### config.mk
export PLATFORM = sky130hd
export DESIGN_NAME = next_fit_page_allocator
export DESIGN_NICKNAME = d
export VERILOG_FILES = /design/src/hw/rtl/nfpa_pkg.sv /design/src/hw/rtl/next_fit_page_allocator.sv
export SDC_FILE = /design/constraint.sdc
export NUM_CORES = 1
export LEC_CHECK = 0
export BUFFER_PORTS_ARGS = -buffer_cell sky130_fd_sc_hd__buf_2
export CORE_AREA = 2 2 192 138
export DETAILED_ROUTE_END_ITERATION = 8
export DIE_AREA = 0 0 194 140
export PLACE_DENSITY = 0.66
export SKIP_CTS_REPAIR_TIMING = 1
export SYNTH_ARGS = -nofsm -noshare
export SYNTH_HDL_FRONTEND = slang
export SYNTH_SLANG_ARGS = --single-unit
### constraint.sdc
create_clock -name clock -period 6.02 [get_ports clock]
set_input_delay 0.301 -clock clock [delete_from_list [all_inputs] [get_ports clock]]
set_output_delay 0.301 -clock clock [all_outputs]
set_load 0.01 [all_outputs]
### src/hw/rtl/nfpa_pkg.sv
// Shared types and constants of the next-fit page allocator.
// Request and response words, status codes and the row find-first helper.
// No dependencies.
package nfpa_pkg;

   localparam int ROW_BITS = 32;
   localparam int BIT_W    = 5;

   localparam logic CMD_ALLOC = 1'b0;
   localparam logic CMD_FREE  = 1'b1;

   typedef enum logic [1:0] {
      STATUS_OK     = 2'd0,
      STATUS_RANGE  = 2'd1,
      STATUS_DOUBLE = 2'd2,
      STATUS_EMPTY  = 2'd3
   } status_type;

   typedef struct packed {
      logic       cmd;
      logic [9:0] page_index;
   } req_type;

   typedef struct packed {
      status_type status;
      logic [6:0] page_index_res;
   } rsp_type;

   typedef struct packed {
      logic             found;
      logic [BIT_W-1:0] pos;
   } ffs_type;

   // Lowest set bit of one map row.
   function automatic ffs_type first_set(input logic [ROW_BITS-1:0] v);
      ffs_type res;
      res = '0;
      for (int i = ROW_BITS - 1; i >= 0; i--) begin
         if (v[i]) begin
            res.found = 1'b1;
            res.pos   = BIT_W'(i);
         end
      end
      return res;
   endfunction

endpackage

### src/hw/rtl/next_fit_page_allocator.sv
// Next-fit page allocator: top level, free map memory and its sequencer.
// Depends on nfpa_pkg.
//
// One free bit per page, kept in a synchronous memory of 32-bit rows
// (ceil(POOL_PAGES/32) rows, registered read). A word is taken when
// start is high and busy is low; its response appears on rsp_data for one
// cycle with rsp_valid and cannot be held off. A free reads the row, then
// checks the bit and writes the row back; an out-of-range free answers
// straight from idle. An allocate that hits the last-freed hint is granted
// from that row's read; otherwise the row reads stream one per cycle through
// a 32-bit find-first stage, so a scan's length is set by the number
// of rows the next-fit walk has to visit (it wraps around to the start
// row's lower part last). Busy stays high after reset while a clearing
// pass marks every page free; padding bits of the last row are written
// as taken so a scan never grants them. Only one word is in flight, and
// the row write-back lands at the edge that returns the sequencer to
// idle, so the next read always sees it.
module next_fit_page_allocator
   import nfpa_pkg::*;
#(
   parameter int POOL_PAGES = 128
) (
   input  logic    clock,
   input  logic    reset,
   input  logic    start,
   output logic    busy,
   input  req_type req_data,
   output logic    rsp_valid,
   output rsp_type rsp_data
);

   localparam int ROWS   = (POOL_PAGES + ROW_BITS - 1) / ROW_BITS;
   localparam int ROW_AW = (ROWS > 1) ? $clog2(ROWS) : 1;
   localparam int IDX_W  = $clog2(POOL_PAGES);
   localparam int EXT_W  = ROW_AW + BIT_W;
   localparam int CNT_W  = $clog2(ROWS + 1);
   localparam logic [ROW_AW-1:0]   LAST_ROW  = ROW_AW'(ROWS - 1);
   localparam logic [ROW_BITS-1:0] LAST_MASK = (POOL_PAGES % ROW_BITS == 0) ?
      {ROW_BITS{1'b1}} : ((ROW_BITS'(1) << (POOL_PAGES % ROW_BITS)) - ROW_BITS'(1));

   typedef enum logic [4:0] {
      ST_CLEAR = 5'b00001,
      ST_IDLE  = 5'b00010,
      ST_HINT  = 5'b00100,
      ST_SCAN  = 5'b01000,
      ST_FREE  = 5'b10000
   } state_type;

   function automatic logic [ROW_AW-1:0] row_of(input logic [IDX_W-1:0] page);
      logic [EXT_W-1:0] ext;
      ext = EXT_W'(page);
      return ext[EXT_W-1:BIT_W];
   endfunction

   function automatic logic [BIT_W-1:0] bit_of(input logic [IDX_W-1:0] page);
      logic [EXT_W-1:0] ext;
      ext = EXT_W'(page);
      return ext[BIT_W-1:0];
   endfunction

   // Free map storage.
   logic [ROW_BITS-1:0] free_mem [ROWS];
   logic [ROW_BITS-1:0] rd_data_ff;
   logic                rd_en;
   logic [ROW_AW-1:0]   rd_addr;
   logic                wr_en;
   logic [ROW_AW-1:0]   wr_addr;
   logic [ROW_BITS-1:0] wr_data;

   // Sequencer state.
   state_type         state_ff, state_in;
   logic [ROW_AW-1:0] clr_row_ff, clr_row_in;
   logic [IDX_W-1:0]  free_idx_ff, free_idx_in;
   logic [BIT_W-1:0]  sbit_ff, sbit_in;
   logic [ROW_AW-1:0] rd_row_ff, rd_row_in;
   logic [CNT_W-1:0]  cnt_ff, cnt_in;

   // Hints.
   logic [IDX_W-1:0] alloc_idx_ff, alloc_idx_in;
   logic             alloc_valid_ff, alloc_valid_in;
   logic [IDX_W-1:0] freed_idx_ff, freed_idx_in;
   logic             freed_valid_ff, freed_valid_in;

   // Response register.
   logic    rsp_valid_ff, rsp_valid_in;
   rsp_type rsp_ff, rsp_in;

   // Grant path shared by the hint hit and the scan hit.
   logic              grant_en;
   logic [ROW_AW-1:0] grant_row;
   logic [BIT_W-1:0]  grant_bit;
   logic [IDX_W-1:0]  start_page;
   logic [ROW_BITS-1:0] scan_mask;
   ffs_type           scan_hit;
   logic              req_in_range;

   always_ff @(posedge clock) begin
      if (wr_en) begin
         free_mem[wr_addr] <= wr_data;
      end
      if (rd_en) begin
         rd_data_ff <= free_mem[rd_addr];
      end
   end

   assign start_page   = alloc_valid_ff ? alloc_idx_ff : '0;
   assign req_in_range = 32'(req_data.page_index) < POOL_PAGES;

   // First row keeps bits at or above the start bit, the wrapped visit of
   // the same row keeps the bits below it.
   always_comb begin
      if (cnt_ff == '0) begin
         scan_mask = {ROW_BITS{1'b1}} << sbit_ff;
      end else if (cnt_ff == CNT_W'(ROWS)) begin
         scan_mask = ~({ROW_BITS{1'b1}} << sbit_ff);
      end else begin
         scan_mask = {ROW_BITS{1'b1}};
      end
   end

   assign scan_hit = first_set(rd_data_ff & scan_mask);

   always_comb begin
      state_in       = state_ff;
      clr_row_in     = clr_row_ff;
      free_idx_in    = free_idx_ff;
      sbit_in        = sbit_ff;
      rd_row_in      = rd_row_ff;
      cnt_in         = cnt_ff;
      alloc_idx_in   = alloc_idx_ff;
      alloc_valid_in = alloc_valid_ff;
      freed_idx_in   = freed_idx_ff;
      freed_valid_in = freed_valid_ff;
      rsp_valid_in   = 1'b0;
      rsp_in         = rsp_ff;
      rd_en          = 1'b0;
      rd_addr        = '0;
      wr_en          = 1'b0;
      wr_addr        = '0;
      wr_data        = '0;
      grant_en       = 1'b0;
      grant_row      = '0;
      grant_bit      = '0;

      case (state_ff)
         ST_CLEAR: begin
            wr_en   = 1'b1;
            wr_addr = clr_row_ff;
            wr_data = (clr_row_ff == LAST_ROW) ? LAST_MASK : {ROW_BITS{1'b1}};
            if (clr_row_ff == LAST_ROW) begin
               state_in = ST_IDLE;
            end else begin
               clr_row_in = clr_row_ff + ROW_AW'(1);
            end
         end
         ST_IDLE: begin
            if (start) begin
               if (req_data.cmd == CMD_FREE) begin
                  if (!req_in_range) begin
                     rsp_valid_in = 1'b1;
                     rsp_in       = '{status: STATUS_RANGE, page_index_res: '0};
                  end else begin
                     free_idx_in = IDX_W'(req_data.page_index);
                     rd_en       = 1'b1;
                     rd_addr     = row_of(IDX_W'(req_data.page_index));
                     state_in    = ST_FREE;
                  end
               end else if (freed_valid_ff) begin
                  // Try the last-freed page first; the hint is spent either way.
                  freed_valid_in = 1'b0;
                  rd_en          = 1'b1;
                  rd_addr        = row_of(freed_idx_ff);
                  state_in       = ST_HINT;
               end else begin
                  alloc_valid_in = 1'b0;
                  sbit_in        = bit_of(start_page);
                  rd_en          = 1'b1;
                  rd_addr        = row_of(start_page);
                  rd_row_in      = row_of(start_page);
                  cnt_in         = '0;
                  state_in       = ST_SCAN;
               end
            end
         end
         ST_HINT: begin
            if (rd_data_ff[bit_of(freed_idx_ff)]) begin
               grant_en  = 1'b1;
               grant_row = row_of(freed_idx_ff);
               grant_bit = bit_of(freed_idx_ff);
            end else begin
               alloc_valid_in = 1'b0;
               sbit_in        = bit_of(start_page);
               rd_en          = 1'b1;
               rd_addr        = row_of(start_page);
               rd_row_in      = row_of(start_page);
               cnt_in         = '0;
               state_in       = ST_SCAN;
            end
         end
         ST_SCAN: begin
            if (scan_hit.found) begin
               grant_en  = 1'b1;
               grant_row = rd_row_ff;
               grant_bit = scan_hit.pos;
            end else if (cnt_ff == CNT_W'(ROWS)) begin
               rsp_valid_in = 1'b1;
               rsp_in       = '{status: STATUS_EMPTY, page_index_res: '0};
               state_in     = ST_IDLE;
            end else begin
               // Advance to the next row, wrapping at the end of the map.
               cnt_in  = cnt_ff + CNT_W'(1);
               rd_en   = 1'b1;
               rd_addr = (rd_row_ff == LAST_ROW) ? '0 : rd_row_ff + ROW_AW'(1);
               rd_row_in = rd_addr;
            end
         end
         ST_FREE: begin
            if (rd_data_ff[bit_of(free_idx_ff)]) begin
               rsp_in = '{status: STATUS_DOUBLE, page_index_res: '0};
            end else begin
               wr_en          = 1'b1;
               wr_addr        = row_of(free_idx_ff);
               wr_data        = rd_data_ff | (ROW_BITS'(1) << bit_of(free_idx_ff));
               freed_idx_in   = free_idx_ff;
               freed_valid_in = 1'b1;
               rsp_in         = '{status: STATUS_OK, page_index_res: '0};
            end
            rsp_valid_in = 1'b1;
            state_in     = ST_IDLE;
         end
         default: begin
            state_in = ST_IDLE;
         end
      endcase

      // Take the page: clear its bit, record it as last allocated, answer.
      if (grant_en) begin
         wr_en          = 1'b1;
         wr_addr        = grant_row;
         wr_data        = rd_data_ff & ~(ROW_BITS'(1) << grant_bit);
         alloc_idx_in   = IDX_W'({grant_row, grant_bit});
         alloc_valid_in = 1'b1;
         rsp_valid_in   = 1'b1;
         rsp_in         = '{status: STATUS_OK,
                            page_index_res: 7'(IDX_W'({grant_row, grant_bit}))};
         state_in       = ST_IDLE;
      end
   end

   always_ff @(posedge clock) begin
      if (reset) begin
         state_ff       <= ST_CLEAR;
         clr_row_ff     <= '0;
         alloc_idx_ff   <= '0;
         alloc_valid_ff <= 1'b0;
         freed_idx_ff   <= '0;
         freed_valid_ff <= 1'b0;
         rsp_valid_ff   <= 1'b0;
      end else begin
         state_ff       <= state_in;
         clr_row_ff     <= clr_row_in;
         alloc_idx_ff   <= alloc_idx_in;
         alloc_valid_ff <= alloc_valid_in;
         freed_idx_ff   <= freed_idx_in;
         freed_valid_ff <= freed_valid_in;
         rsp_valid_ff   <= rsp_valid_in;
      end
   end

   always_ff @(posedge clock) begin
      free_idx_ff <= free_idx_in;
      sbit_ff     <= sbit_in;
      rd_row_ff   <= rd_row_in;
      cnt_ff      <= cnt_in;
      rsp_ff      <= rsp_in;
   end

   assign busy      = (state_ff != ST_IDLE);
   assign rsp_valid = rsp_valid_ff;
   assign rsp_data  = rsp_ff;

endmodule

== Word-level counts from Yosys, hierarchy flattened ==
Memory sizes are Yosys's and may differ from the RTL's. A register that Yosys moved wholly into a read port is not among the register bits.
Index checks and enable logic that the tools add are counted.

* Bits in registers: 50
* RAM bits: 128
* Bits of input ports: 14
* Output and inout bits: 11
* Logic and storage cells: 210
* Memories kept: 1

{| class="wikitable"
|+ Memory list
! memory !! depth !! bits a word !! read ports !! clocked after Yosys merged registers in !! write ports !! line !! text
|-
| free_mem || 4 || 32 || 1 || 1 || 1 || next_fit_page_allocator.sv:62 || <nowiki>logic [ROW_BITS-1:0] free_mem [ROWS];</nowiki>
|}

* $add $sub $neg: 3
* $lt $le $gt $ge: 3
* Equal/unequal tests: 31
* Shifts and indexed selects: 3
* Multiplexer cells: 129
* Bitwise logic cells: 7
* Reductions and logical operators: 19

{| class="wikitable"
|+ Operators with widths
! cell !! count
|-
| 6-bit 2-to-1 mux || 32
|-
| 32-bit 2-to-1 mux || 4
|-
| 5-bit 2-to-1 mux || 13
|-
| 32-bit bitwise AND || 2
|-
| 32-bit NOT || 2
|-
| 32-bit case mux with 2 select lines || 1
|-
| 1-bit by 5-bit << shifter with 32-bit output (first input constant) || 2
|-
| 9-bit 2-to-1 mux || 6
|-
| 2-bit 2-to-1 mux || 19
|-
| 32-bit bitwise OR || 1
|-
| 32-bit by 5-bit << shifter with 32-bit output (first input constant) || 1
|-
| 3-bit != test (second input constant) || 10
|-
| 1-bit 2-to-1 mux || 28
|-
| 9-bit case mux with 3 select lines || 1
|-
| 6-bit AND reduction || 4
|-
| 2-bit != test (second input constant) || 11
|-
| 5-bit case mux with 2 select lines || 2
|-
| 5-bit case mux with 4 select lines || 1
|-
| 3-bit 2-to-1 mux || 6
|-
| 7-bit 2-to-1 mux || 2
|-
| 5-bit by 6-bit < comparator with 1-bit output (second input constant) || 2
|-
| 2-bit case mux with 3 select lines || 2
|-
| 1-bit binary-select mux with 5-bit select || 2
|-
| 10-bit by 8-bit < comparator with 1-bit output (second input constant) || 1
|-
| 26 further kinds || 40
|}

== Depth between registers and ports, before layout ==
* Word-level depth: 43
* Mapped depth: 15
* Depth with buffers taken out: 11

== Least setup slack after synthesis ==
OpenSTA, ideal clock, no wires.

* Path type: flip-flop to flip-flop
* Start point: register cnt_ff[0]
* End point: memory free_mem[0][0], enable pin
* Library setup time: 0.421 ns
* Arrival time: 4.137 ns
* Required time: 5.599 ns
* Slack: 1.462 ns
* Cell stages (with the launch flop): 13
* Path buffers: 1
* Clock period less this slack: 4.558 ns
* Cells stage by stage: edfxtp_1 > inv_1 > ha_1 > buf_6 > nand3b_2 > or2_1 > and3_1 > or3_4 > nor3b_4 > a31oi_4 > a221oi_1 > o21ai_0 > nor2_1

* Longest elaborated chain between the ends: 41
* Elaborated cells on any way between the ends: 45
* Those cells by class: eq/ne: 1; mux: 42; bitwise: 1; reduce/logical: 1

{| class="wikitable"
|+ RTL lines
! item !! line !! text
|-
| start: declaration || next_fit_page_allocator.sv:76 || <nowiki>logic [CNT_W-1:0] cnt_ff, cnt_in;</nowiki>
|-
| start signal: assignment || next_fit_page_allocator.sv:274 || <nowiki>cnt_ff <= cnt_in;</nowiki>
|-
| 3-bit == test || next_fit_page_allocator.sv:114 || <nowiki>end else if (cnt_ff == CNT_W'(ROWS)) begin</nowiki>
|-
| 32-bit 2-to-1 mux || next_fit_page_allocator.sv:114 ||
|-
| 32-bit 2-to-1 mux * || next_fit_page_allocator.sv:112 || <nowiki>if (cnt_ff == '0) begin</nowiki>
|-
| 32-bit bitwise AND * || next_fit_page_allocator.sv:121 || <nowiki>assign scan_hit = first_set(rd_data_ff & scan_mask);</nowiki>
|-
| 6-bit 2-to-1 mux (31 in series) || nfpa_pkg.sv:39 || <nowiki>if (v[i]) begin</nowiki>
|-
| 6-bit 2-to-1 mux * || nfpa_pkg.sv:39 ||
|-
| 1-bit 2-to-1 mux || next_fit_page_allocator.sv:201 || <nowiki>if (scan_hit.found) begin</nowiki>
|-
| 1-bit case mux with 2 select lines || next_fit_page_allocator.sv:145 || <nowiki>case (state_ff)</nowiki>
|-
| 1-bit 2-to-1 mux || next_fit_page_allocator.sv:237 || <nowiki>if (grant_en) begin</nowiki>
|-
| 1-bit 2-to-1 mux || next_fit_page_allocator.sv:98 || <nowiki>if (wr_en) begin</nowiki>
|-
| 1-bit 2-to-1 mux (not written as such) || next_fit_page_allocator.sv:99 || <nowiki>free_mem[wr_addr] <= wr_data;</nowiki>
|-
| end: declaration || next_fit_page_allocator.sv:62 ||
|}

Mark *: on every way between the ends. The rest lies on a longest branch, timed or not.

== Worst setup path in the final report ==
* Start point: register cnt_ff[0]
* End point: memory free_mem[0][29], enable pin

Same word-level chain as after synthesis.

==> results.sh <==
export IMPL_status="complete, no violations"
export IMPL_pwr_share_seq=0.495
export IMPL_rr_endpoint="free_mem[0][29]"
export IMPL_rsz0062_at_grt="no"
export IMPL_leakage_nw=4.62
export IMPL_antenna_cells=0
export IMPL_vias=7993
export IMPL_slew_headroom=0.185
export IMPL_chipHeight_um=140
export IMPL_crit_path_start_kind="flip-flop"
export IMPL_viasPerCell=6.30
export IMPL_cts_buffers=21
export IMPL_p_sw_frac=0.293
export IMPL_layout_drive_gt1_share=0.141
export IMPL_drc=0
export IMPL_async_reset_ff_frac=0
export IMPL_synth_top_cell_area_share=0.492
export IMPL_finalPower_mw=4.70
export IMPL_grt_pass1_wl_um=46100
export IMPL_p_sw_mw=1.38
export IMPL_r2r_cells=12
export IMPL_h_tree_depth=1
export IMPL_cts_root_buf="clkbuf_16"
export IMPL_ys_warn_count=0
export IMPL_p_clk_frac=0.278
export IMPL_grt_usage=0.221
export IMPL_clk_pin_slew_ps=70
export IMPL_hold_class="input port to flip-flop"
export IMPL_synth_top_cells_by_count="edfxtp_1, mux2i_1, nand2_1"
export IMPL_cap_violations=0
export IMPL_fp_coreArea_um2=25300
export IMPL_die_area_um2=27200
export IMPL_fin_hold_ws_ps=14.6
export IMPL_pin_count=25
export IMPL_ir_drop_v=0.000289
export IMPL_ys_ff_latch=210
export IMPL_worstPathArrival_ps=5290
export IMPL_clock_latency_ps=500
export IMPL_worstPathMaxFanout=32
export IMPL_power_density_nw_per_um2=382
export IMPL_end_kind="flip-flop"
export IMPL_place_congestion=0.956
export IMPL_hold_viol_final=0
export IMPL_wl_um=30300
export IMPL_drtAntennaViolNets=0
export IMPL_setup_violations=0
export IMPL_hp_start="req_data[5]"
export IMPL_drtPass1Iterations=5
export IMPL_r2r_start="cnt_ff[0]"
export IMPL_std_cell_rows=49
export IMPL_crit_start="cnt_ff[0]"
export IMPL_worstPathRequired_ps=6130
export IMPL_fin_skew_ps=9.82
export IMPL_r2r_slack_ps=840
export IMPL_yosysSeqAreaShare=0.539
export IMPL_critical_path_class="flip-flop to flip-flop"
export IMPL_synth_nets=930
export IMPL_drt_wirelength_per_cell_um=23.9
export IMPL_timing_final_crit_share=0.861
export IMPL_p_comb_frac=0.227
export IMPL_nNetsFinal=941
export IMPL_min_path_cells=1
export IMPL_initial_utilization=0.444
export IMPL_yosys_top_cells_area="edfxtp_1, mux2i_1, dfxtp_1"
export IMPL_cts_tree="built"
export IMPL_antenna_found_initial=0
export IMPL_max_clock_freq_mhz=193
export IMPL_setup_tns_ps=0
export IMPL_finalCriticalPeriod_ps=5180
export IMPL_synth_flop_cell="edfxtp_1"
export IMPL_cts_path_max_buffers=3
export IMPL_die_w_um=194
export IMPL_synth_edf_count=184
export IMPL_syn_area_um2=11200
export IMPL_syn_to_final_growth_pct=9.61
export IMPL_grt_overflow=0
export IMPL_synth_most_common_cell="edfxtp_1"
export IMPL_cts_sinks=210
export IMPL_hpwl_um=21000
export IMPL_portBuffers=24
export IMPL_nFillCells=2228
export IMPL_p_int_mw=3.32
export IMPL_worstMarginPinSlew_ps=1220
export IMPL_grt_pass1_vias=7422
export IMPL_final_max_slew_viol_count=0
export IMPL_hold_end="free_idx_ff[5]"
export IMPL_grt_max_degree=41
export IMPL_avgSynthCellArea_um2=12.3
export IMPL_drt_iter0_drc=1066
export IMPL_synth_top_area_cell="edfxtp_1"
export IMPL_ys_types=96
export IMPL_syn_instance_count=912
## worst max path at each step
stage	endpoint	slack [ps]
floorplan	free_mem[0][0]	1460
global placement	free_mem[1][7]	1040
detailed placement	free_mem[1][7]	870
CTS	free_mem[1][17]	840
global route	free_mem[0][29]	350
finish	free_mem[0][29]	840
## layer usage
layer | GRT usage | wire (um) | vias up
met1 | 0.349 | 14000 | 3865
li1 | - | - | 3615
met4 | 0.0407 | 526 | 0
met3 | 0.0756 | 3860 | 44
met5 | 0 | 0 | -
met2 | 0.290 | 12000 | 469
## cells by family (layout without fill, tap and decap cells)
logic type | count (synthesis) | after routing | synth area share
compound gates | 213 | 213 | 0.141
xor+xnor | 5 | 5 | 0.00390
fa+ha+maj | 4 | 4 | 0.00446
buf+inv | 76 | 101 | 0.0394
flops | 210 | 210 | 0.539
mux | 134 | 134 | 0.139
simple gates | 270 | 270 | 0.134
## layout make-up
class | instances | area (um^2) | share of cell area
Clock buffer | 27 | 548 | 0.0446
Clock inverter | 10 | 128 | 0.0104
Inverter | 20 | 75.1 | 0.00610
Multi-Input combinational cell | 626 | 4790 | 0.390
Sequential cell | 210 | 6050 | 0.492
Tap cell | 331 | 414 | 0.0337
Timing Repair Buffer | 44 | 295 | 0.0240
## sequential cells by signal, indices dropped and copies added (netlist names)
| register | cells |
|---|---|
| alloc_idx_ff | 7 |
| alloc_valid_ff | 1 |
| clr_row_ff | 2 |
| cnt_ff | 3 |
| free_idx_ff | 7 |
| free_mem | 128 |
| freed_idx_ff | 7 |
| freed_valid_ff | 1 |
| rd_data_ff | 32 |
| rd_row_ff | 2 |
| rsp_data | 9 |
| rsp_valid | 1 |
| sbit_ff | 5 |
| state_ff | 5 |
## per-stage QoR
stage | worst slack (ps) | utilization | std cells | instance area [um^2]
2_1_floorplan | 1460 | - | 912 | 11200
3_3_place_gp | 1040 | 0.458 | 1226 | 11600
3_5_place_dp | 867 | 0.458 | 1226 | 11600
4_1_cts | 838 | 0.485 | 1263 | 12300
5_1_grt | 349 | 0.487 | 1268 | 12300
6_report | 836 | 0.487 | 1268 | 12300
## cells in the final DEF (no fill, tap or decap), types with 13 or more instances in the layout
master,count
nand3_1,22
inv_1,19
buf_2,24
dfxtp_1,26
buf_4,14
nand4_1,13
a21oi_1,35
mux4_2,17
nor2_1,55
clkbuf_16,21
edfxtp_1,184
o21ai_0,37
mux2i_1,113
nor3_1,13
nand2_1,67
## critical path, stage by stage (launching register included)
cell and delay, ps:
edfxtp_1 410, inv_1 80, ha_1 490, nand2b_1 400, o311ai_1 470, nor2_1 130
or3_1 420, nor2_1 460, a31oi_4 210, a221oi_1 280, buf_4 190, o21ai_0 240
nor2_4 990
## power by group through the flow
stage	clock network, mW	logic (mW)	registers, mW
final	1.31	1.07	2.33
after global routing	1.39	1.18	2.36
after CTS	1.33	1.07	2.33
after detailed placement	0	1.06	2.36
after global placement	0	1.03	2.35
after floorplan	0	0.685	2.32
Power figures use the tool's default switching activity.
